[src/rtl/lzw_fifo.sv]
`timescale 1ns / 1ps
`default_nettype none
// ---------------------------------------------------------------------------
// lzw_fifo
// Small register FIFO with full and empty flags.
// ---------------------------------------------------------------------------
module lzw_fifo #(
  parameter int WIDTH = 8,
  parameter int DEPTH = 2
) (
  input  wire logic             clk,
  input  wire logic             rst_n,
  input  wire logic             push,
  input  wire logic [WIDTH-1:0] din,
  output logic                  full,
  input  wire logic             pop,
  output logic      [WIDTH-1:0] dout,
  output logic                  empty
);

  localparam int AW = (DEPTH > 1) ? $clog2(DEPTH) : 1;

  logic [WIDTH-1:0] mem_r [DEPTH];
  logic [AW-1:0]    wr_ptr_r;
  logic [AW-1:0]    rd_ptr_r;
  logic [AW:0]      count_r;
  logic             do_push;
  logic             do_pop;

  assign full    = (count_r == (AW+1)'(DEPTH));
  assign empty   = (count_r == '0);
  assign dout    = mem_r[rd_ptr_r];
  assign do_push = push && !full;
  assign do_pop  = pop && !empty;

  always_ff @(posedge clk) begin
    if (do_push) begin
      mem_r[wr_ptr_r] <= din;
    end
  end

  always_ff @(posedge clk) begin
    if (!rst_n) begin
      wr_ptr_r <= '0;
      rd_ptr_r <= '0;
      count_r  <= '0;
    end else begin
      if (do_push) begin
        wr_ptr_r <= (wr_ptr_r == AW'(DEPTH - 1)) ? '0 : wr_ptr_r + 1'b1;
      end
      if (do_pop) begin
        rd_ptr_r <= (rd_ptr_r == AW'(DEPTH - 1)) ? '0 : rd_ptr_r + 1'b1;
      end
      if (do_push && !do_pop) begin
        count_r <= count_r + 1'b1;
      end else if (do_pop && !do_push) begin
        count_r <= count_r - 1'b1;
      end
    end
  end

endmodule
`default_nettype wire

[config.mk]
export PLATFORM = sky130hd
export DESIGN_NAME = lzw_fifo
export DESIGN_NICKNAME = d
export VERILOG_FILES = /design/src/rtl/lzw_fifo.sv
export SDC_FILE = /design/constraint.sdc
export NUM_CORES = 1
export LEC_CHECK = 0
export ABC_AREA = 1
export BUFFER_PORTS_ARGS = -buffer_cell sky130_fd_sc_hd__buf_2
export CAP_MARGIN = 10
export CORE_MARGIN = 5
export CORE_UTILIZATION = 44
export DETAILED_ROUTE_END_ITERATION = 8
export PLACE_DENSITY = 0.75
export SLEW_MARGIN = 40
export SYNTH_ARGS = -nofsm -noshare
export SYNTH_HDL_FRONTEND = slang
export SYNTH_SLANG_ARGS = --single-unit
[constraint.sdc]
create_clock -name clk -period 1.3 [get_ports clk]
set_input_delay 0.13 -clock clk [delete_from_list [all_inputs] [get_ports clk]]
set_output_delay 0.13 -clock clk [all_outputs]
set_load 0.005 [all_outputs]
# Word level (Yosys, flattened, before mapping)
# Memory sizes are Yosys's and may differ from the RTL's. A register that Yosys moved wholly into a read port is not among the register bits.
# Cells that the tools add are included.
totals:
  ff_bits: 4
  latchBits: 0
  inputBits: 12
  output_inout_bits: 10
  memories: 1
  mem_bits_rw: 16
  word_cells: 27
  romBits: 0
mem_list:
  columns: ["memory", "words", "width", "read_ports", "rd_clocked_by_memory_dff", "write_ports", "line", "rtl"]
  rows:
  - ["mem_r", 2, 8, 1, 1, 1, "23", "logic [WIDTH-1:0] mem_r [DEPTH];"]
classes:
  magnitude_cmp: 0
  n_div: 0
  add_sub_neg: 4
  muxes: 8
  bitwise_logic: 0
  n_mul: 0
  reduce_logical: 10
  n_eq_ne: 1
  shift: 0
ops:
  columns: ["op", "n"]
  rows:
  - ["1-bit two-way mux", 6]
  - ["1-bit logical AND", 4]
  - ["1-bit zero test", 4]
  - ["2-bit two-way mux", 2]
  - ["1-bit adder, second input constant", 2]
  - ["2-bit by 1-bit adder with 2-bit output, second input constant", 1]
  - ["2-bit equality test, second input constant", 1]
  - ["2-bit zero test", 1]
  - ["2-bit nonzero test", 1]
  - ["2-bit by 1-bit subtractor with 2-bit output, second input constant", 1]

# Logic depth before layout (Yosys ltp)
# Gate-level depths: netlist of the first run.
logic_depth:
  ltp_word: 7
  depth_mapped: 10
  mapped_depth_nobuf: 10

# Worst setup path before layout of the first run
# OpenSTA, ideal clock, no wires.
synth_path:
  kind: "flip-flop to flip-flop"
  startpoint: "reg count_r[0]"
  endpoint: "reg count_r[1]"
  synth_period_minus_slack_ps: 1294
  slack_ps: 6
  n_path_buf: 0
  setup_time_ps: 64
  t_arrival_ps: 1230
  t_required_ps: 1236
  path_stages_with_launch: 10
  path_cell_list: "dfxtp_1 nor2_1 nor2_2 inv_1 ha_1 inv_1 nand3_1 nand2_1 inv_1 nor2_1"
synth_between:
  elab_chain_cells: 6
  word_cells_on_any_way: 15
  classes_between: "add/sub: 2; eq/ne: 1; mux: 2; reduce/logical: 10"
synth_lines:
  columns: ["item", "line", "rtl"]
  rows:
  - ["from (decl)", "26", "logic [AW:0] count_r;"]
  - ["from (signal assigned)", "55", "count_r <= count_r + 1'b1;"]
  - ["from (signal assigned)", "57", "count_r <= count_r - 1'b1;"]
  - ["2-bit zero test (*)", "31", "assign empty = (count_r == '0);"]
  - ["net empty", "18", "output logic empty"]
  - ["1-bit zero test (*)", "34", "assign do_pop = pop && !empty;"]
  - ["1-bit logical AND (*)", "34", null]
  - ["1-bit zero test", "54", "if (do_push && !do_pop) begin"]
  - ["1-bit logical AND", "54", null]
  - ["2-bit two-way mux / 2-bit nonzero test (equally long branches)", null, null]
# The timed path passes the listed nets; every way through them passes the cells marked *. The select of a mux whose other input is x is not followed.
# A chain may end at the register's enable or synchronous reset.

==> results of run 1 <==
-- cells by family (layout without fill, tap and decap cells) --
| family | Yosys count | count (layout) |
|---|---|---|
| muxes | 8 | 8 |
| and+or+nand+nor | 19 | 19 |
| DFF | 21 | 21 |
| AOI/OAI and AO/OA | 4 | 4 |
| adders and majority gates | 1 | 1 |
| buffers and inverters | 10 | 46 |
-- layer usage --
metal  track usage, %  share of wire (%)  up-vias
met5                0                  0        -
met3             3.10                6.1        2
met1             13.6                 38      248
li1                 -                  -      285
met2             24.7                 54       15
met4             7.66                1.1        0
-- layout make-up --
class	count	area share [%]
clock inverters	1	0.421
multi-input cells	32	20.9
inverters	9	2.84
repair buffers	33	21.9
flip-flops and latches	21	49.4
clock buffers	3	1.89
well taps	25	2.63
-- power by group --
group | internal [mW] | switching, mW
Sequential | 0.868 | 0.0922
Combinational | 0.462 | 0.341
Clock | 0.115 | 0.192
Total | 1.45 | 0.625
-- sequential cells by signal, indices dropped and copies added, names as in the netlist, named ones only --
signal	count
rd_ptr_r	1
wr_ptr_r	1
count_r	2
mem_r	16
-- cells in the mapped netlist --
master	n
o21ai_2	1
dfxtp_1	5
buf_2	1
ha_1	1
nor2_2	1
nand4_1	1
a21oi_1	1
mux2_2	8
inv_1	8
edfxtp_1	16
o21ai_0	2
nand2_1	6
inv_2	1
nand3_1	1
nor2_1	10
-- path summary, 6_finish.rpt --
check | from | end | slack [ps]
worst min register to register | wr_ptr_r | wr_ptr_r | 520
worst max register to register | count_r[1] | count_r[1] | 40
worst max-delay path | flop | dout[7] | -30
worst min-delay path | din[6] | mem_r[1][6] | 20
-- worst reg2reg max path: cells and delay by family (launching register included) --
family                     cells  cell delay, ps
and+or+nand+nor                3             140
buffers and inverters          4             210
adders and majority gates      1             280
DFF                            1             370
AOI/OAI and AO/OA              1             160
-- metrics by stage --
| stage | util, % | hold slack, ps |
|---|---|---|
| after floorplan | - | 229 |
| after global placement | 56.8 | 318 |
| after detailed placement | 56.8 | 321 |
| after CTS | 66.4 | 0.512 |
| after global routing | 68.1 | 0.111 |
| final | 68.1 | 20.5 |
-- what timing repair did --
item | CTS | global route
setup endpoints to repair | 9 | 10
hold buffers | 4 | 2
buffers inserted | 0 | 1
endpoints found under the hold margin | 7 | 4
resized for setup | 22 | 4
pin swaps | 0 | 3
==> results.json, run 1 <==
{
  "status": "complete, but fails checks",
  "violations": "setup timing",
  "h-tree-depth": 1,
  "final_cell_mix": "edfxtp_1, buf_2, nor2_1, mux2_4, buf_6",
  "maxCapViolations": 0,
  "netlist_area_um2": 823,
  "globalRouteOverflowTotal": 0,
  "number_of_port_buffers": 21,
  "finalPower_mw": 2.07,
  "gp_congestion": 0.713,
  "finClkSkew_ps": 4.85,
  "critical_path_peak_fanout": 8,
  "power.density_cell_area_nw_per_um2": 1740,
  "clkSinkCount": 21,
  "placed_cell_area_um2": 992,
  "die_h_um": 53.3,
  "cp_top_family": "flip-flops",
  "ys_top_cells_by_area": "edfxtp_1, dfxtp_1, mux2_2, nor2_1, inv_1",
  "mostFrequentLayoutCell": "edfxtp_1",
  "insertedDiodeCount": 0,
  "viasPerCell": 4.44,
  "post_synth_fa_ha_maj_area_fraction_pct": 1.52,
  "timing.critical_path.slowest_cell_delay_ps": 460,
  "worst-endpoint-required_ps": 1170,
  "ff_latch_area_um2": 587,
  "detailedPlacementHpwl_um": 1020,
  "drtAntennaViolNets": 0,
  "yosys.area.top_type": "edfxtp_1",
  "simple_gate_fraction_of_synth_area_pct": 9.42,
  "dieArea_um2": 2840,
  "netlist-cell-type-count": 15,
  "overall_via_count_from_detail_route": 550,
  "p_leak_nw": 0.511,
  "critPathKind": "flop to output port",
  "finalInstanceArea_um2": 1190,
  "latest_clock_arrival_within_the_worst_skew_pair_ps": 300,
  "post-route-drc-count": 0,
  "worst_pin_slew_ps": 157,
  "worst-path-buf-inv": 1,
  "placeableCoreArea_um2": 1750,
  "initial_utilization_pct": 47.2,
  "die_x_um": 53.3,
  "fillers": 133,
  "rsz0062_at_grt": "yes",
  "num-nets-final": 113,
  "min_path_type": "primary input to flop",
  "critPathLaunchType": "flop",
  "grt_max_degree": 13,
  "setup_tns_ps": -194,
  "final.setup.worst_slack_ps": -32.0,
  "worst_ir_drop_vdd_uv": 1120,
  "synth_top_family_by_area": "multiplexers",
  "iteration_count_of_the_initial_detailed_routing_pass": 4,
  "final.period_utilization_pct": 102,
  "timing.reg2reg.worst_path_depth": 9,
  "max_slew_violation_total_from_the_final_report": 0,
  "layout-drive-gt1-share_pct": 50.5,
  "timing.critical_path.slowest_stage_cell": "dfxtp_4",
  "final_number_of_setup_violating_endpoints": 8,
  "track_usage_pct": 13.4,
  "cts_inserted_buffers": 3,
  "yosys.area_share.xor_xnor_pct": 0,
  "final_hold_viol_count": 0,
  "timing.max_slew.rel_slack_pct": 89.5,
  "path_cells": "mux2_4 > buf_6",
  "ys_warn_count": 0,
  "crit_path_end_kind": "output port",
  "cts_max_path_buffers": 2,
  "cp_num_cells": 2,
  "syn_inst": 63,
  "core.rowCount": 15,
  "numPlacedInstances": 113,
  "final-instance-count-excl-fill": 124,
  "cts_root_buf": "clkbuf_4",
  "crit_arrival_ps": 1200,
  "multi_input_area_um2": 249,
  "clk_pin_slew_worst_paths_ps": 120,
  "first_global_vias": 606,
  "antenna_found_initial": 0,
  "fmax_ghz": 0.751,
  "min_period_ps": 1330,
  "pre_cts_ws_ps": -17.1,
  "dr.first_iter.drc_count": 2,
  "grt_pass1_wl_um": 2640,
  "synth-seq-cells": 21,
  "yosys.area.top_type_share_pct": 58.4,
  "clock_tree_from_tritoncts": "done",
  "totalWireLength_um": 1550,
  "synth_compound_area_share_pct": 2.89,
  "wire_per_inst_um": 12.5,
  "design.portCount": 22,
  "multiplexer_share_of_the_synthesized_area_pct": 10.9,
  "syn_to_final_growth_pct": 44.4,
  "synth-seq-area-share_pct": 70.5,
  "avgSynthCellArea_um2": 13.1,
  "mappedNetlistNets": 76,
  "hold-path-cell-count": 1
}
(Power assumes the default switching activity.)
==> run 2, diff against run 1 <==
- CTS_BUF_LIST: unset -> sky130_fd_sc_hd__clkbuf_16
==> results.json, run 2 (synthesis gave the netlist of run 1 again) <==
{
  "timing.max_slew.rel_slack_pct": 90.1,
  "crit_top_cell": "inv_2",
  "syn_to_final_growth_pct": 33.7,
  "p_leak_nw": 0.464,
  "core.rowCount": 15,
  "status": "completed",
  "cts_inserted_buffers": 3,
  "placed_cell_area_um2": 992,
  "finalInstanceArea_um2": 1100,
  "post-route-drc-count": 0,
  "rsz0062_at_grt": "yes",
  "cts_max_path_buffers": 2,
  "placeableCoreArea_um2": 1750,
  "insertedDiodeCount": 0,
  "initial_utilization_pct": 47.2,
  "clkSinkCount": 21,
  "worst-path-buf-inv": 4,
  "grt_max_degree": 13,
  "final-instance-count-excl-fill": 118,
  "pre_cts_ws_ps": -17.1,
  "die_x_um": 53.3,
  "layout_top_registers": "mem_r (16), count_r (2)",
  "finClkSkew_ps": 1.88,
  "final.hold.worst_slack_ps": 68.2,
  "num-nets-final": 107,
  "dieArea_um2": 2840,
  "worst-endpoint-required_ps": 1450,
  "die_h_um": 53.3,
  "power.density_cell_area_nw_per_um2": 2020,
  "ff_latch_area_um2": 587,
  "wire_per_inst_um": 12.5,
  "final_hold_viol_count": 0,
  "clock_tree_from_tritoncts": "done",
  "crit_arrival_ps": 1400,
  "seq_power_share_pct": 42.8,
  "numPlacedInstances": 113,
  "viasPerCell": 4.41,
  "crit_path_end_kind": "flop",
  "h-tree-depth": 1,
  "drtAntennaViolNets": 0,
  "clk_pin_slew_worst_paths_ps": 50,
  "max_reg_flops": 16,
  "number_of_port_buffers": 21,
  "design.portCount": 22,
  "fillers": 153,
  "iteration_count_of_the_initial_detailed_routing_pass": 3,
  "timing.critical_path.slowest_cell_delay_ps": 350,
  "p_comb_share_pct": 29.0,
  "latest_clock_arrival_within_the_worst_skew_pair_ps": 250,
  "mostFrequentLayoutCell": "buf_2",
  "timing.critical_path.slowest_stage_cell": "dfxtp_2",
  "power.switching_uw": 607,
  "grt_pass1_wl_um": 2400,
  "antenna_found_initial": 0,
  "dr.first_iter.drc_count": 4,
  "gp_congestion": 0.713,
  "critPathLaunchType": "flop",
  "worst_pin_slew_ps": 147,
  "path_cells": "inv_2 > o21ai_2 > inv_2 > ha_4 > inv_2 > nand3_1 > nand2_1 > inv_1 > nor2_1",
  "switching_share_pct": 27.4,
  "final_number_of_setup_violating_endpoints": 0,
  "worst_ir_drop_vdd_uv": 1060,
  "layout-drive-gt1-share_pct": 53.8,
  "maxCapViolations": 0,
  "cts_root_buf": "clkbuf_16",
  "setup_tns_ps": 0,
  "fmax_ghz": 0.796,
  "globalRouteOverflowTotal": 0,
  "final.period_utilization_pct": 96.6,
  "totalWireLength_um": 1470,
  "final.setup.worst_slack_ps": 43.7,
  "track_usage_pct": 12.3,
  "overall_via_count_from_detail_route": 520,
  "multi_input_area_um2": 219,
  "cp_top_family": "flip-flops",
  "largest_register": "mem_r",
  "critical_path_peak_fanout": 3,
  "clock_share_of_power_pct": 28.2,
  "critPathKind": "flop to flop",
  "max_slew_violation_total_from_the_final_report": 0,
  "min_path_type": "primary input to flop",
  "first_global_vias": 577,
  "final_cell_mix": "buf_2, edfxtp_1, nor2_1, mux2_2",
  "min_period_ps": 1260,
  "intPower_mw": 1.61,
  "detailedPlacementHpwl_um": 1020
}
-- run 2: repair_timing --
item / in CTS / in global routing
endpoints found under the hold margin: 0 / 0
resized for setup: 5 / 4
pin swaps: 0 / 2
endpoints found under the setup margin: 9 / 2
hold buffers: 0 / 0
buffers inserted: 0 / 1
-- run 2: worst paths after layout --
path	startpoint	to	slack, ps	depth (start not counted)
worst max-delay path	count_r[1]	count_r[1]	40	9
worst min-delay path	din[0]	mem_r[1][0]	70	1
worst max register to register	count_r[1]	count_r[1]	40	9
worst min register to register	rd_ptr_r	rd_ptr_r	500	2
-- run 2: through the flow --
stage               power, mW  utilization [%]
detailed placement       1.53             56.8
global placement         1.50             56.8
finish                   2.22             63.1
global route             2.39             63.1
floorplan                1.28                -
CTS                      2.18             61.8
-- run 2: layout make-up --
class | instances | share of cell area (%)
sequential | 21 | 53.3
multi-input combinational | 32 | 19.9
timing repair buffer | 27 | 13.6
clock buffer | 3 | 6.82
inverter | 9 | 3.07
tap | 25 | 2.84
clock inverter | 1 | 0.455
-- run 2: layer usage --
metal	up-vias	global-route usage, %	share of wire, %
li1	271	-	-
met1	227	12.7	36
met2	18	20.6	53
met3	4	3.66	8.2
met4	0	8.94	2.7
met5	-	0	0
-- run 2: power by group through the flow --
| stage | Combinational, mW | Clock (mW) | Sequential [mW] |
|---|---|---|---|
| floorplan | 0.363 | 0 | 0.914 |
| global placement | 0.559 | 0 | 0.937 |
| detailed placement | 0.582 | 0 | 0.945 |
| CTS | 0.593 | 0.648 | 0.942 |
| global route | 0.737 | 0.685 | 0.966 |
| finish | 0.644 | 0.626 | 0.950 |
==> run 3, diff against run 2 <==
- CORE_MARGIN: 5 -> 3
==> results.json, run 3 (synthesis gave the netlist of run 1 again) <==
{
  "finalPower_mw": 2.33,
  "cts_root_buf": "clkbuf_16",
  "final_hold_viol_count": 0,
  "overall_via_count_from_detail_route": 540,
  "rsz0062_at_grt": "yes",
  "grt_use_met2_pct": 24.3,
  "final.period_utilization_pct": 96.9,
  "number_of_port_buffers": 21,
  "fillers": 149,
  "dieArea_um2": 2430,
  "post-route-drc-count": 0,
  "layout_top_registers": "mem_r (16), count_r (2)",
  "critPathKind": "flop to output port",
  "gp_congestion": 0.752,
  "final-instance-count-excl-fill": 118,
  "crit_path_end_kind": "output port",
  "globalRouteOverflowTotal": 0,
  "dr.first_iter.drc_count": 4,
  "multi_input_area_um2": 241,
  "timing.max_slew.rel_slack_pct": 88.6,
  "clk_pin_slew_worst_paths_ps": 50,
  "first_global_vias": 587,
  "setup_tns_ps": 0,
  "numPlacedInstances": 112,
  "p_leak_nw": 0.466,
  "latest_clock_arrival_within_the_worst_skew_pair_ps": 250,
  "syn_to_final_growth_pct": 37.7,
  "crit_arrival_ps": 1130,
  "clock_tree_from_tritoncts": "done",
  "setup.reg_to_reg.worst_slack_ps": 60,
  "finClkSkew_ps": 1.18,
  "grt_pass1_wl_um": 2340,
  "final_cell_mix": "buf_2, edfxtp_1, mux2_2, nor2_1, buf_4",
  "power.density_cell_area_nw_per_um2": 2060,
  "met3_track_utilization_from_global_routing_pct": 2.14,
  "iteration_count_of_the_initial_detailed_routing_pass": 2,
  "final_util_pct": 64.9,
  "fmax_ghz": 0.794,
  "layout-drive-gt1-share_pct": 61.3,
  "status": "completed",
  "worst-endpoint-required_ps": 1170,
  "worst_ir_drop_vdd_uv": 1260,
  "detailedPlacementHpwl_um": 1070,
  "viasPerCell": 4.58,
  "wire_per_inst_um": 12.4,
  "cts_hold_repair.buffers": 0,
  "globalRoute.busiestLayer": "met2",
  "totalWireLength_um": 1460,
  "final.hold.worst_slack_ps": 69.4,
  "drtAntennaViolNets": 0,
  "largest_register": "mem_r",
  "antenna_found_initial": 0,
  "cts_max_path_buffers": 2,
  "h-tree-depth": 1,
  "clkSinkCount": 21,
  "core.rowCount": 15,
  "critPathLaunchType": "flop",
  "min_path_type": "primary input to flop",
  "critical_path_peak_fanout": 8,
  "grt_max_degree": 13,
  "die_x_um": 49.3,
  "max_slew_violation_total_from_the_final_report": 0,
  "cts_inserted_buffers": 3,
  "globalRouteMet1Util_pct": 12.8,
  "design.portCount": 22,
  "worst_pin_slew_ps": 170,
  "die_h_um": 49.3,
  "initial_utilization_pct": 47.2,
  "mostFrequentLayoutCell": "buf_2",
  "maxCapViolations": 0,
  "track_usage_pct": 13.2,
  "num-nets-final": 107,
  "placeableCoreArea_um2": 1750,
  "insertedDiodeCount": 0,
  "min_period_ps": 1260,
  "ff_latch_area_um2": 592,
  "max_reg_flops": 16,
  "final_number_of_setup_violating_endpoints": 0
}
run 3: cell counts in the layout (fill, tap and decap cells not counted):
No cell type changed its count.
run 3: critical path, stage by stage, from the launching register on:
cell	delay (ps)
dfxtp_4	400
mux2_2	350
buf_2	130
run 3: worst paths after layout:
path / from / end / cells after the start
max: flop / dout[7] / 2
min: din[7] / mem_r[0][7] / 1
max reg2reg: count_r[1] / count_r[1] / 8
min reg2reg: rd_ptr_r / flop / 2
run 3: stage by stage:
stage	setup WS, ps	cell area, um2
floorplan	6.33	823
global placement	-16.3	985
detailed placement	-83.1	985
CTS	10.5	1080
global route	-16.9	1130
finish	39.9	1130
run 3: repair_timing:
item / 4_1_cts / 5_1_grt
buffers inserted: 0 / 2
pin swaps: 0 / 6
resized for setup: 5 / 16
setup endpoints to repair: 10 / 2
endpoints found under the hold margin: 0 / 0
run 3: area by class of cell:
type | count | area share, %
sequential | 21 | 52.2
multi-input combinational | 32 | 21.3
timing repair buffer | 27 | 13.2
clock buffer | 3 | 6.62
inverter | 9 | 3.42
tap | 25 | 2.76
clock inverter | 1 | 0.442
run 3: metal layers:
layer,vias up,part of all wire [%]
met2,16,56
li1,271,-
met1,249,36
met5,-,0
met3,4,4.8
met4,0,2.3
run 3: power breakdown:
part	total, mW	internal, mW	leakage (nW)	switching, mW
Clock	0.619	0.412	0.0409	0.208
Combinational	0.730	0.376	0.233	0.354
Sequential	0.984	0.882	0.193	0.103
