### src/rtl/lzw_pkg.sv
`timescale 1ns / 1ps
`default_nettype none
// ---------------------------------------------------------------------------
// lzw_pkg
// Shared types and constants of the LZW byte encoder.
// ---------------------------------------------------------------------------
package lzw_pkg;

  localparam int MAX_CODE_BITS_DEF = 12;
  localparam int CODE_CLEAR        = 256;
  localparam int CODE_END          = 257;
  localparam int CODE_FIRST        = 258;
  localparam int WIDTH_INIT        = 9;
  localparam int WIDTH_DEFAULT     = 12;
  localparam int WIDTH_MIN_CFG     = 9;
  localparam logic [3:0] CFG_RESET = 4'd12;
  localparam int IN_Q_DEPTH        = 2;
  localparam int OUT_Q_DEPTH       = 4;

  typedef struct packed {
    logic [7:0] data_byte;
    logic       is_last;
  } in_item_t;

  typedef struct packed {
    logic [7:0] out_byte;
    logic       last_of_run;
    logic       stream_end;
  } out_item_t;

  // Request as handed from the front to the back.
  typedef struct packed {
    logic [7:0] data_byte;
    logic       is_last;
    logic       first;
  } q_item_t;

endpackage
`default_nettype wire

### src/rtl/lzw_fifo.sv
`timescale 1ns / 1ps
`default_nettype none
// ---------------------------------------------------------------------------
// lzw_fifo
// Small register FIFO with full and empty flags.
// ---------------------------------------------------------------------------
module lzw_fifo #(
  parameter int WIDTH = 8,
  parameter int DEPTH = 2
) (
  input  wire logic             clk,
  input  wire logic             rst_n,
  input  wire logic             push,
  input  wire logic [WIDTH-1:0] din,
  output logic                  full,
  input  wire logic             pop,
  output logic      [WIDTH-1:0] dout,
  output logic                  empty
);

  localparam int AW = (DEPTH > 1) ? $clog2(DEPTH) : 1;

  logic [WIDTH-1:0] mem_r [DEPTH];
  logic [AW-1:0]    wr_ptr_r;
  logic [AW-1:0]    rd_ptr_r;
  logic [AW:0]      count_r;
  logic             do_push;
  logic             do_pop;

  assign full    = (count_r == (AW+1)'(DEPTH));
  assign empty   = (count_r == '0);
  assign dout    = mem_r[rd_ptr_r];
  assign do_push = push && !full;
  assign do_pop  = pop && !empty;

  always_ff @(posedge clk) begin
    if (do_push) begin
      mem_r[wr_ptr_r] <= din;
    end
  end

  always_ff @(posedge clk) begin
    if (!rst_n) begin
      wr_ptr_r <= '0;
      rd_ptr_r <= '0;
      count_r  <= '0;
    end else begin
      if (do_push) begin
        wr_ptr_r <= (wr_ptr_r == AW'(DEPTH - 1)) ? '0 : wr_ptr_r + 1'b1;
      end
      if (do_pop) begin
        rd_ptr_r <= (rd_ptr_r == AW'(DEPTH - 1)) ? '0 : rd_ptr_r + 1'b1;
      end
      if (do_push && !do_pop) begin
        count_r <= count_r + 1'b1;
      end else if (do_pop && !do_push) begin
        count_r <= count_r - 1'b1;
      end
    end
  end

endmodule
`default_nettype wire

### src/rtl/lzw_front.sv
`timescale 1ns / 1ps
`default_nettype none
// ---------------------------------------------------------------------------
// lzw_front
// Accepts input bytes, tags the first byte of each stream, queues them.
// ---------------------------------------------------------------------------
module lzw_front (
  input  wire logic              clk,
  input  wire logic              rst_n,
  input  wire logic              push,
  output logic                   full,
  input  wire lzw_pkg::in_item_t in_data,
  input  wire logic              q_pop,
  output logic                   q_empty,
  output lzw_pkg::q_item_t       q_item
);

  import lzw_pkg::*;

  logic    open_r;   // a stream is in progress (a prefix exists)
  q_item_t q_in;
  logic    accept;

  assign accept = push && !full;

  always_comb begin
    q_in.data_byte = in_data.data_byte;
    q_in.is_last   = in_data.is_last;
    q_in.first     = !open_r;
  end

  always_ff @(posedge clk) begin
    if (!rst_n) begin
      open_r <= 1'b0;
    end else if (accept) begin
      open_r <= !in_data.is_last;
    end
  end

  lzw_fifo #(
    .WIDTH ($bits(q_item_t)),
    .DEPTH (IN_Q_DEPTH)
  ) u_in_q (
    .clk   (clk),
    .rst_n (rst_n),
    .push  (push),
    .din   (q_in),
    .full  (full),
    .pop   (q_pop),
    .dout  (q_item),
    .empty (q_empty)
  );

endmodule
`default_nettype wire

### config.mk
export PLATFORM = sky130hd
export DESIGN_NAME = lzw_front
export DESIGN_NICKNAME = d
export VERILOG_FILES = /design/src/rtl/lzw_pkg.sv /design/src/rtl/lzw_fifo.sv /design/src/rtl/lzw_front.sv
export SDC_FILE = /design/constraint.sdc
export NUM_CORES = 1
export LEC_CHECK = 0
export ABC_AREA = 1
export BUFFER_PORTS_ARGS = -buffer_cell sky130_fd_sc_hd__buf_2
export CAP_MARGIN = 10
export CORE_MARGIN = 8
export CORE_UTILIZATION = 50
export DETAILED_ROUTE_END_ITERATION = 16
export HOLD_SLACK_MARGIN = 0.15
export PLACE_DENSITY = 0.76
export SYNTH_ARGS = -nofsm -noshare
export SYNTH_HDL_FRONTEND = slang
export SYNTH_SLANG_ARGS = --single-unit
### constraint.sdc
create_clock -name clk -period 4.4 [get_ports clk]
set_input_delay 0.22 -clock clk [delete_from_list [all_inputs] [get_ports clk]]
set_output_delay 0.22 -clock clk [all_outputs]
set_load 0.005 [all_outputs]
# Yosys cells after proc, flatten, opt, wreduce, memory -nomap -nowiden
# Memory sizes are Yosys's and may differ from the RTL's. A register that Yosys moved wholly into a read port is not among the register bits.
# Index checks and enable logic that the tools add are counted.
[totals]
reg_bits = 5
ramBits = 20
in_bits = 13
output_inout_bits = 12
wordCells = 30
memories = 1
[mem_list]
columns = ["name", "depth", "word_bits", "rd", "rd_clocked_by_memory_dff", "write_ports", "line_no", "source"]
rows = [
  ["u_in_q.mem_r", 2, 10, 1, 1, 1, "lzw_fifo.sv:23", "logic [WIDTH-1:0] mem_r [DEPTH];"],
]
[op_classes]
add_sub_neg = 4
n_eq_ne = 1
mux = 8
reduce_logical = 12
[ops]
columns = ["operator", "n"]
rows = [
  ["$logic_not 1->1", 6],
  ["$mux 1", 6],
  ["$logic_and 1x1->1", 4],
  ["$mux 2", 2],
  ["$add 1x1->1 const B", 2],
  ["$add 2x1->2 const B", 1],
  ["$eq 2x2->1 const B", 1],
  ["$logic_not 2->1", 1],
  ["$reduce_bool 2->1", 1],
  ["$sub 2x1->2 const B", 1],
]

# Depth between registers and ports, before layout
# Gate-level depths: netlist (run 1).
[logic_depth]
depth_word = 7
ltp_mapped = 10
depth_no_buf = 10

# Hierarchy
# From an unflattened synthesis (run 1), not the netlist that was laid out.
[hier_totals]
hier_cells = 76
hier_area_um2 = 1023.5
[by_module_without_submodules]
columns = ["mod", "instances", "cells_each", "area_each_um2", "seq_area_each_um2"]
rows = [
  ["lzw_fifo", 1, 69, 973.4, 700.7],
  ["lzw_front", 1, 7, 50.0, 20.0],
]

# Least setup slack after synthesis (run 1)
# Ideal clock, no wire load.
[synth_timing]
path_type = "flip-flop to flip-flop"
from = "register u_in_q.count_r[0]"
to = "memory u_in_q.mem_r[1][0] in the netlist's numbering (enable)"
setup_time_ns = 0.376
t_arrival_ns = 0.996
t_required_ns = 4.024
setup_slack_ns = 3.028
stages_incl_launch_ff = 3
path_buffers = 0
synth_period_minus_slack_ns = 1.372
path_cell_list = "dfxtp_1 o21ai_0 nor2_1"
[synth_via]
elab_chain_cells = 5
[synth_rtl]
columns = ["item", "line_no", "source"]
rows = [
  ["from (decl)", "lzw_fifo.sv:26", "logic [AW:0] count_r;"],
  ["from (signal assigned)", "lzw_fifo.sv:55", "count_r <= count_r + 1'b1;"],
  ["from (signal assigned)", "lzw_fifo.sv:57", "count_r <= count_r - 1'b1;"],
  ["$eq 2x2->1", "lzw_fifo.sv:30", "assign full = (count_r == (AW+1)'(DEPTH));"],
  ["$logic_not 1->1", "lzw_fifo.sv:33", "assign do_push = push && !full;"],
  ["$logic_and 1x1->1", "lzw_fifo.sv:33", ""],
  ["$mux 1", "lzw_fifo.sv:37", "if (do_push) begin"],
  ["$mux 1 (implied by the code)", "lzw_fifo.sv:38", "mem_r[wr_ptr_r] <= din;"],
  ["to (decl)", "lzw_fifo.sv:23", ""],
]
# Every way passes these cells.

==> summary.md, run 1 <==
| Metric | Value |
|---|---|
| Area Growth Syn to Fin | 27.3% |
| Syn nets | 90 |
| Crit-path max cell delay | 0.61 ns |
| # DRC | 0 |
| Clock sinks | 26 |
| Hold path start | rst_n |
| Max capacitance violation total | 0 |
| FF-to-FF path depth | 2 |
| Worst setup SP type | flop |
| Gate count of the mapped netlist | 76 |
| Synth unique cells | 14 |
| Grt total ovfl | 0 |
| Skew-Pair Late Insertion Delay | approximately 0.3 ns |
| Synth top area share | about three fifths |
| Antenna violations before repair | 0 |
| P_leak | roughly 0.53 nW |
| Vias | 648 |
| Final setup violating endpoints | 0 |
| Worst path slowest cell | dfxtp_1 |
| Maximum fanout along the worst path | 10 |
| Hold path depth | 3 |
| DIE AREA | about 3700 um^2 |
| Placement Cell Area | roughly 1200 um^2 |
| DRT Wirelength | 1600 um |
| Clock root cell | clkbuf_4 |
| Row cnt | 16 |
| Vias in the first global route | 664 |
| Setup bufs post-CTS | 0 |
| Worst-path cell chain | mux2_2 > buf_2 |
| Hold Slack | 0.168 ns |
| Area leader, netlist | edfxtp_1 |
| Util after Layout | 66.7% |
| Post-synthesis simple-gate area fraction | roughly 9.8% |
| RSZ-0062 raised after global routing | no |
| Max transition margin | 46.3% |
| Hold Path Sink | open_r |
| FF-to-FF setup slack | about 2.8 ns |
| Layout cells sized above 1 | between 30% and 40% |
| Largest family of logic cells by synthesized area | multiplexers |
| Layout Skew | 0.00394 ns |
| Num CTS Buffers | 3 |
| Core area | 1920 um^2 |
| WL/cell | 11.5 um |
| Final TNS setup | 0 ns |
| Synthesized cell area | 1010 um^2 |
| ANT cells | 0 |
| Critical Path RT | ~4.2 ns |
| CP Class | reg -> out |
| # resized after CTS | 0 |
| Final cell count without fillers | 139 |
| Max-slew violations | 0 |
| Final Hold Fails | 0 |
| Cell area after layout | 1280 um^2 |
| F_max | 0.607 GHz |
| Status | finished, final reports clean |
| Die X-Extent | approximately 61 um |
| Final Cycle Share | 37.4% |
| Top post-synthesis cells by area | edfxtp_1, dfxtp_1, mux2_2 |
| Drt via density | 4.66 |
| First-pass GRT wire length | ~2700 um |
| Xor/xnor share of the synthesized area | 0% |
| Final min period | 1.65 ns |
| Adder-cell share of the synthesized area | 1.24% |
| Maximum VDD drop | ~0.00037 V |
| IO Pins | 25 |
| CTS tree | done |
| Worst setup EP type | output pin |
| DRT antenna net count | 0 |
| Worst hold path class | in -> reg |
| Sequential-to-total area share from yosys stat | between 70% and 80% |
| R2r startpoint | u_in_q.count_r[0] |
| Mux share of post-synthesis cell area | 11.2% |
| Final layout net count | around 130 |
| Post-synthesis compound-gate area fraction | approximately 2.0% |
| Starting Density | 52.4% |
| First-pass detailed-route iteration total | 4 |
| Post-detail-place hpwl | 1180 um |
| Iteration-0 DRC count of the detailed router | 19 |
| Pin count of the biggest net entering global routing | 15 |
| Placed cells | 126 |
| Yosys warns | 0 |
| Reg clk slew, reported paths | 0.12 ns |
| PD cells | roughly 490 nW/um^2 |
| H-tree Lvls | 1 |
| Clock Tree Buf Depth | 2 |
| Die Ht | 60.9 um |
| Worst reg2reg endpoint | u_in_q.mem_r[0][6] |
| GR Util All Layers | 10.0% |
| Number of port buffers | 24 |
| Actual slew at the worst max-slew pin | approximately 0.80 ns |
| Synthesized flop and latch total | 26 |
| Avg Inst Size Synth | ~13 um^2 |
| CP arrival | 1.43 ns |
| GP Congestion | 0.667 |
-- cell usage after synthesis, drive strengths merged --
master / n
edfxtp: 20
buf: 1
dfxtp: 6
nand4: 1
mux2: 10
nand2: 8
nor2: 14
nand3: 1
o21ai: 3
inv: 10
a21oi: 1
ha: 1
-- cells in the final DEF, fill, tap and decap left out --
cell            n
dlygate4sd3_1   9
edfxtp_1       20
a21oi_1         1
dfxtp_1         6
nand4_1         1
nor2_2          2
clkbuf_8        1
buf_2          24
clkbuf_4        3
ha_1            1
nand3_1         1
o21ai_0         3
inv_1           9
inv_2           1
nor2_1         12
mux2_2         10
nand2_1         8
-- final cells by class --
cell class,instances,area (um^2)
clock buffer,4,36.3
tap,27,33.8
inverter,10,37.5
multi-input combinational,39,244
sequential,26,721
timing repair buffer,33,210
fill,158,639
-- registers in the layout, summed over array words and instances, names as in the netlist, named ones only --
signal	count
open_r	1
u_in_q.count_r	2
u_in_q.mem_r	20
u_in_q.rd_ptr_r	1
u_in_q.wr_ptr_r	1
-- cells by family (layout without fill, tap and decap cells) --
family / count (synthesis) / in the layout
and+or+nand+nor: 24 / 24
AOI/OAI and AO/OA: 4 / 4
DFF: 26 / 26
muxes: 10 / 10
buffers and inverters: 11 / 47
adders and majority gates: 1 / 1
-- routing by layer --
layer  routed length [um]  vias to the layer above  global-route usage [%]
met2                  861                       20                    19.5
met5                    0                        -                       0
met4                   26                        0                    4.98
met1                  603                      294                    9.10
met3                  109                        4                    2.75
li1                     -                      330                       -
-- worst max-delay path, delay by kind of cell (launching register included) --
kind / cells / cell delay, ns
muxes: 1 / 0.39
buffers and inverters: 1 / 0.13
DFF: 1 / 0.61
-- how the worst max path moves through the flow --
stage	end	slack, ns	depth (start not counted)
after CTS	q_item[5]	2.72	2
final	q_item[2]	2.75	2
after global placement	u_in_q.mem_r[0][7]	2.84	2
after floorplan	u_in_q.mem_r[1][0]	3.03	2
after global routing	q_item[8]	2.65	2
after detailed placement	u_in_q.mem_r[0][3]	2.80	2
-- timing repair --
action,4_1_cts,5_1_grt
hold buffers,9,0
setup endpoints to repair,0,0
hold endpoints to repair,18,0
-- metrics by stage --
step                power [mW]  setup WS, ns
global route             0.676          2.65
CTS                      0.638          2.72
finish                   0.631          2.75
detailed placement       0.523          2.80
floorplan                0.458          3.03
global placement         0.515          2.84
-- report_power, final --
group / internal (mW) / switching [mW] / total (mW)
combinational: 0.0858 / 0.0923 / 0.178
sequential: 0.314 / 0.0279 / 0.342
clock: 0.0505 / 0.0605 / 0.111
Note: power is estimated with default switching activity, not from simulation.
==> run 2, diff against run 1 <==
--- a/config.mk
+++ b/config.mk
@@ -5,7 +5,7 @@
 export SDC_FILE = /design/constraint.sdc
 export NUM_CORES = 1
 export LEC_CHECK = 0
-export ABC_AREA = 1
+export ABC_AREA = 0
 export BUFFER_PORTS_ARGS = -buffer_cell sky130_fd_sc_hd__buf_2
 export CAP_MARGIN = 10
 export CORE_MARGIN = 8
==> constraint.sdc (replaced) <==
create_clock -name clk -period 1.6 [get_ports clk]
set_input_delay 0.08 -clock clk [delete_from_list [all_inputs] [get_ports clk]]
set_output_delay 0.08 -clock clk [all_outputs]
set_load 0.005 [all_outputs]
==> run 2 against run 1 <==
Cell count is 5.0% lower. Combinational power grew to 3.3 times the previous value. Global-route usage rose by 0.40 points. Clock skew increased by 0.0039 ns. Non-clock buffer count up 9. Worst hold slack improved by 0.083 ns. Power grew to 2.9 times the previous value. Sequential power increased to 2.8 times the previous value. Setup slack lost 2.7 ns. Count of clock-buffer cells in the layout shrank 1. Final area rose by 4.1%. Largest cell class unchanged. Largest power group unchanged.
==> summary.md, run 2 <==
| Metric | Value |
|---|---|
| CP arrival | 1.77 ns (was 1.43 ns) |
| Crit path max-delay family | simple AND/OR/NAND/NOR gates (was flip-flops) |
| Area Growth Syn to Fin | 34.9% (was 27.3%) |
| Number of flip-flops in the largest register | 20 (unchanged) |
| Asr flop ratio synth | 0% (unchanged) |
| Skew-Pair Late Insertion Delay | 0.31 ns (was 0.30 ns) |
| IO Pins | 25 (unchanged) |
| PD cells | 1350 nW/um^2 (was 492 nW/um^2) |
| Drt via density | 4.72 (was 4.66) |
| FF-to-FF path depth | 6 (was 2) |
| Most common flop cell mapped by yosys | edfxtp_1 (unchanged) |
| Clock root cell | clkbuf_4 (unchanged) |
| Leading cell type in the layout, fill and taps excluded | buf_2 (unchanged) |
| Synth top area share | 60.7% (was 59.6%) |
| Status | finished, final reports clean (unchanged) |
| Gate count of the mapped netlist | 61 (was 76) |
| Final setup violating endpoints | 0 (unchanged) |
| Synthesized flop and latch total | 26 (unchanged) |
| WL/cell | 13.4 um (was 11.5 um) |
| Reg clk slew, reported paths | 0.13 ns (was 0.12 ns) |
| Final Hold Fails | 0 (unchanged) |
| Pin count of the biggest net entering global routing | 14 (was 15) |
| Post-detail-place hpwl | 1200 um (was 1180 um) |
| Critical Path RT | 1.85 ns (was 4.18 ns) |
| M1 GR Usage | 10.8% (was 9.10%) |
| Worst reg2reg endpoint | u_in_q.count_r[1] (was u_in_q.mem_r[0][6]) |
| F_max | 0.659 GHz |
| Most frequent cell after synthesis | edfxtp_1 (unchanged) |
| Die X-Extent | 60.5 um (was 60.9 um) |
| Max capacitance violation total | 0 (unchanged) |
| R2r startpoint | u_in_q.count_r[0] (unchanged) |
| Maximum fanout along the worst path | 4 (was 10) |
| Crit-path max cell delay | 0.38 ns (was 0.61 ns) |
| Final TNS setup | 0 ns (unchanged) |
| Placement Cell Area | 1170 um^2 (was 1160 um^2) |
| FF-to-FF setup slack | 0.08 ns (was 2.79 ns) |
| Worst hold path class | in -> reg (unchanged) |
| Worst setup EP type | flop (was output pin) |
| Yosys warns | 0 (unchanged) |
| DRT antenna net count | 0 (unchanged) |
| ANT cells | 0 (unchanged) |
| Top post-synthesis cells by area | edfxtp_1, dfxtp_1, mux2_2 (unchanged) |
| Clock sinks | 26 (unchanged) |
| H-tree Lvls | 1 (unchanged) |
| Worst path slowest cell | dfxtp_4 (was dfxtp_1) |
| Hold Slack | 0.251 ns (was 0.168 ns) |
| Placed cells | 115 (was 126) |
| Grt total ovfl | 0 (unchanged) |
| Die Ht | 60.5 um (was 60.9 um) |
| RSZ-0062 raised after global routing | no (unchanged) |
| M3 GR Usage | 3.60% (was 2.75%) |
| Commonest cells post-synth | edfxtp_1, mux2_2, dfxtp_1 (was edfxtp_1, nor2_1, mux2_2) |
| Pre-CTS WS | -0.0324 ns (was 2.80 ns) |
| Iteration-0 DRC count of the detailed router | 11 (was 19) |
| GP Congestion | 0.681 (was 0.667) |
| Syn nets | 75 (was 90) |
| Hold path start | q_pop (was rst_n) |
| Clock Tree Buf Depth | 2 (unchanged) |
| Final cell count without fillers | 132 (was 139) |
| Row cnt | 16 (unchanged) |
| First-pass GRT wire length | 2830 um (was 2680 um) |
| Hold path depth | 5 (was 3) |
| Core area | 1920 um^2 (unchanged) |
| Layout Skew | 0.00786 ns (was 0.00394 ns) |
| Cell area after layout | 1340 um^2 (was 1280 um^2) |
| Hold Path Sink | u_in_q.rd_ptr_r (was open_r) |
| Worst setup SP type | flop (unchanged) |
| Avg Inst Size Synth | 16.2 um^2 (was 13.3 um^2) |
| Setup ws final | 0.0821 ns (was 2.75 ns) |
| Antenna violations before repair | 0 (unchanged) |
| Power, Total | 1.81 mW (was 0.631 mW) |
| DIE AREA | 3660 um^2 (was 3710 um^2) |
| Max-slew violations | 0 (unchanged) |
| Num CTS Buffers | 3 (unchanged) |
| Final min period | approximately 1.5 ns |
| GR Util All Layers | 10.4% (was 10.0%) |
| Sequential-to-total area share from yosys stat | 72.8% (was 71.6%) |
| Vias in the first global route | 678 (was 664) |
| CP Class | reg -> reg (was reg -> out) |
| Max transition margin | 84.0% (was 46.3%) |
| # DRC | 0 (unchanged) |
| Post-synth EDFFs | 20 (unchanged) |
| Util after Layout | 69.5% (was 66.7%) |
| Synthesized cell area | 990 um^2 (was 1010 um^2) |
| Maximum VDD drop | 0.000766 V (was 0.000371 V) |
| P_leak | 0.539 nW (was 0.526 nW) |
| Starting Density | 51.5% (was 52.4%) |
| Final layout net count | 121 (was 127) |
| Area leader, netlist | edfxtp_1 (unchanged) |
| Top Usage Layer GRT | met2 (unchanged) |
| Layout cells sized above 1 | 47.6% (was 36.6%) |
| Most frequent cells in the layout | buf_2, edfxtp_1, dlygate4sd3_1 (was buf_2, edfxtp_1, nor2_1) |
| Worst-path cell chain | nand2b_4 > inv_2 > nor2_2 > ha_1 > or3_1 > a21oi_1 (was mux2_2 > buf_2) |
| Vias | 623 (was 648) |
| Number of port buffers | 24 (unchanged) |
| DRT Wirelength | 1770 um (was 1600 um) |
| First-pass detailed-route iteration total | 3 (was 4) |
| Synth unique cells | 17 (was 14) |
| Actual slew at the worst max-slew pin | 0.238 ns (was 0.802 ns) |
| GR Util met2 | 18.3% (was 19.5%) |
| Final Cycle Share | 94.9% |
| Largest Register | u_in_q.mem_r (unchanged) |
| CP Buf/Inv Count | 1 (unchanged) |
| CTS tree | done (unchanged) |
| Largest registers | u_in_q.mem_r x20, u_in_q.count_r x2 (unchanged) |
-- run 2: cell count changes in the layout (fill, tap and decap cells not counted), sizes merged, moves of 3 or more --
cell	previous run	this run
inv	10	4
buf	24	30
nand2	8	0
dlygate4sd3	9	12
nor2	14	5
xor2	0	3
-- run 2: power by group --
part / switching (mW) / internal, mW / leakage [nW]
clock: 0.171 / 0.0880 / 0.0138
combinational: 0.244 / 0.345 / 0.289
sequential: 0.0909 / 0.868 / 0.236
total: 0.505 / 1.30 / 0.539
-- run 2: cells by family (layout without fill, tap and decap cells) --
logic type / after synthesis / count (layout) / share of synthesized area, %
multiplexers: 10 / 10 / 11.4
buffers and inverters: 5 / 49 / 2.02
flip-flops: 26 / 26 / 72.8
XOR/XNOR: 3 / 3 / 2.66
adder cells (fa/ha/maj): 1 / 1 / 1.26
AO/OA/AOI/OAI: 7 / 7 / 4.30
AND/OR/NAND/NOR: 9 / 9 / 5.56
-- run 2: worst reg2reg max path: cells and delay by family (launching register included) --
kind,cells,cell delay [ns]
flip-flops,1,0.38
AND/OR/NAND/NOR,3,0.56
AO/OA/AOI/OAI,1,0.15
adder cells (fa/ha/maj),1,0.31
buffers and inverters,1,0.06
-- run 2: metal layers --
metal / share of wire (%) / wire length, um
met2: 49 / 874
met4: 0.96 / 17
met5: 0 / 0
met3: 6.8 / 121
met1: 43 / 754
-- run 2: worst max-delay path by stage --
stage / start / to / cells past startpoint
after floorplan: u_in_q.count_r[0] / u_in_q.count_r[1] / 6
after global placement: u_in_q.count_r[0] / u_in_q.count_r[1] / 6
after detailed placement: u_in_q.count_r[0] / u_in_q.count_r[1] / 6
after CTS: u_in_q.count_r[0] / u_in_q.count_r[1] / 6
after global routing: u_in_q.count_r[0] / u_in_q.count_r[1] / 6
final: u_in_q.count_r[0] / u_in_q.count_r[1] / 6
-- run 2: area by class of cell --
cell class	instances	area, um^2
well taps	27	33.8
flip-flops and latches	26	727
multi-input cells	30	251
inverters	4	15.0
clock buffers	3	22.5
fillers	151	587
repair buffers	42	285
-- run 2: what timing repair did --
action | 4_1_cts | 5_1_grt
setup endpoints to repair | 1 | 9
hold buffers | 12 | 0
resized for setup | 1 | 5
buffers inserted | 0 | 2
endpoints found under the hold margin | 24 | 0
pin swaps | 0 | 1
==> run 3, diff against run 2 <==
--- a/config.mk
+++ b/config.mk
@@ -13,6 +13,7 @@
 export DETAILED_ROUTE_END_ITERATION = 16
 export HOLD_SLACK_MARGIN = 0.15
 export PLACE_DENSITY = 0.76
+export SETUP_SLACK_MARGIN = 0.1
 export SYNTH_ARGS = -nofsm -noshare
 export SYNTH_HDL_FRONTEND = slang
 export SYNTH_SLANG_ARGS = --single-unit
==> run 3 against run 2 <==
Final area grew 2.1%. Register-to-register slack gained 0.06 ns. Critical endpoint unchanged. Die area is the same.
==> summary.md, run 3 (synthesis gave the netlist of run 2 again) <==
| Metric | Value |
|---|---|
| Status | finished, final reports clean (unchanged) |
| Final setup violating endpoints | 0 (unchanged) |
| Power, Total | 1.87 mW (was 1.81 mW) |
| Largest Register | u_in_q.mem_r (unchanged) |
| Number of flip-flops in the largest register | 20 (unchanged) |
| DRT Wirelength | 1770 um (about the same) |
| Crit-path max cell delay | 0.39 ns (was 0.38 ns) |
| Worst setup EP type | flop (unchanged) |
| CP arrival | 1.69 ns (was 1.77 ns) |
| Max capacitance violation total | 0 (unchanged) |
| Multi-input gate area | 278 um^2 (was 251 um^2) |
| CP Buf/Inv Count | 1 (unchanged) |
| FF/Latch Area | 727 um^2 (unchanged) |
| Final min period | 1.45 ns (was 1.52 ns) |
| Final cell count without fillers | 133 (was 132) |
| Maximum fanout along the worst path | 5 (was 4) |
| Critical Path RT | 1.84 ns (was 1.85 ns) |
| Layout Skew | 0.00505 ns (was 0.00786 ns) |
| Pin count of the biggest net entering global routing | 15 (was 14) |
| Vias | 629 (was 623) |
| Layout cells sized above 1 | 51.9% (was 47.6%) |
| Placement Cell Area | 1160 um^2 (was 1170 um^2) |
| RSZ-0062 raised after global routing | no (unchanged) |
| Row cnt | 16 (unchanged) |
| Placed cells | 114 (was 115) |
| First-pass detailed-route iteration total | 4 (was 3) |
| Clock Tree Buf Depth | 2 (unchanged) |
| Worst hold path class | in -> reg (unchanged) |
| Setup ws final | 0.146 ns (was 0.0821 ns) |
| Leading cell type in the layout, fill and taps excluded | buf_2 (unchanged) |
| Maximum VDD drop | 0.00114 V (was 0.000766 V) |
| Final Cycle Share | 90.9% (was 94.9%) |
| Area Growth Syn to Fin | 37.7% (was 34.9%) |
| Grt total ovfl | 0 (unchanged) |
| GR Util All Layers | 10.1% (was 10.4%) |
| IO Pins | 25 (unchanged) |
| Starting Density | 51.5% (unchanged) |
| CP Class | reg -> reg (unchanged) |
| Pre-CTS WS | 0.0463 ns (was -0.0324 ns) |
| Post-detail-place hpwl | 1120 um (was 1200 um) |
| Antenna violations before repair | 0 (unchanged) |
| Hold Slack | 0.151 ns (was 0.251 ns) |
| P_leak | 0.543 nW (was 0.539 nW) |
| CTS tree | done (unchanged) |
| Final layout net count | 121 (unchanged) |
| DRT antenna net count | 0 (unchanged) |
| Final TNS setup | 0 ns (unchanged) |
| Max-slew violations | 0 (unchanged) |
| Core area | 1920 um^2 (unchanged) |
| PD cells | 1370 nW/um^2 (was 1350 nW/um^2) |
| Crit path max-delay family | simple AND/OR/NAND/NOR gates (unchanged) |
| GP Congestion | 0.677 (was 0.681) |
| Num CTS Buffers | 3 (unchanged) |
| FF-to-FF setup slack | 0.15 ns (was 0.08 ns) |
| Worst setup SP type | flop (unchanged) |
| Util after Layout | 70.9% (was 69.5%) |
| Actual slew at the worst max-slew pin | 0.496 ns (was 0.238 ns) |
| Iteration-0 DRC count of the detailed router | 16 (was 11) |
| H-tree Lvls | 1 (unchanged) |
| Worst-path cell chain | nand2b_4 > inv_4 > nor2_4 > ha_4 > or3_1 > a21oi_1 (was nand2b_4 > inv_2 > nor2_2 > ha_1 > or3_1 > a21oi_1) |
| Largest registers | u_in_q.mem_r x20, u_in_q.count_r x2 (unchanged) |
| DIE AREA | 3660 um^2 (unchanged) |
| Final Hold Fails | 0 (unchanged) |
| F_max | 0.688 GHz (was 0.659 GHz) |
| Die X-Extent | 60.5 um (unchanged) |
| Skew-Pair Late Insertion Delay | 0.30 ns (was 0.31 ns) |
| Clock root cell | clkbuf_4 (unchanged) |
| ANT cells | 0 (unchanged) |
| Most frequent cells in the layout | buf_2, edfxtp_1, mux2_2, dlygate4sd3_1, buf_4 (was buf_2, edfxtp_1, dlygate4sd3_1) |
| Worst path slowest cell | dfxtp_4 (unchanged) |
| Vias in the first global route | 654 (was 678) |
| WL/cell | 13.3 um (was 13.4 um) |
| First-pass GRT wire length | 2640 um (was 2830 um) |
| Fillers | 143 (was 151) |
| Clock sinks | 26 (unchanged) |
| Die Ht | 60.5 um (unchanged) |
| # DRC | 0 (unchanged) |
| Cell area after layout | 1360 um^2 (was 1340 um^2) |
| Reg clk slew, reported paths | 0.12 ns (was 0.13 ns) |
| Number of port buffers | 24 (unchanged) |
| Drt via density | 4.73 (was 4.72) |
| Max transition margin | 66.9% (was 84.0%) |
-- run 3: timing repair --
item / 4_1_cts / 5_1_grt
setup endpoints to repair: 11 / 2
hold endpoints to repair: 24 / 0
buffers inserted: 0 / 5
pin swaps: 0 / 4
hold buffers: 11 / 0
gates resized for setup: 4 / 7
-- run 3: path summary, 6_finish.rpt --
kind / from / to / cells after the start
hold reg to reg: open_r / u_in_q.mem_r[0][0] / 1
setup / recovery: u_in_q.count_r[0] / u_in_q.count_r[1] / 6
hold / removal: push / open_r / 3
setup reg to reg: u_in_q.count_r[0] / u_in_q.count_r[1] / 6
-- run 3: worst register-to-register path: stages (launching register included) --
cell      delay (ns)
dfxtp_4         0.39
nand2b_4        0.15
inv_4           0.05
nor2_4          0.14
ha_4            0.22
or3_1           0.33
a21oi_1         0.12
-- run 3: area by class of cell --
type	count	share of cell area (%)
clock buffer	3	1.65
timing repair buffer	42	20.6
multi-input combinational	30	20.4
tap	27	2.48
sequential	26	53.4
inverter	4	1.29
clock inverter	1	0.275
-- run 3: routing by layer --
metal	wire length [um]	vias up	global-route usage, %
met5	0	-	0
met4	33	0	5.98
met3	128	4	2.75
met2	926	18	20.1
met1	676	295	8.41
li1	-	312	-
-- run 3: power breakdown --
group	internal (mW)	switching (mW)	total (mW)	leakage [nW]
clock	0.0909	0.167	0.258	0.0154
sequential	0.868	0.0897	0.958	0.236
combinational	0.383	0.270	0.653	0.291
total	1.34	0.527	1.87	0.543
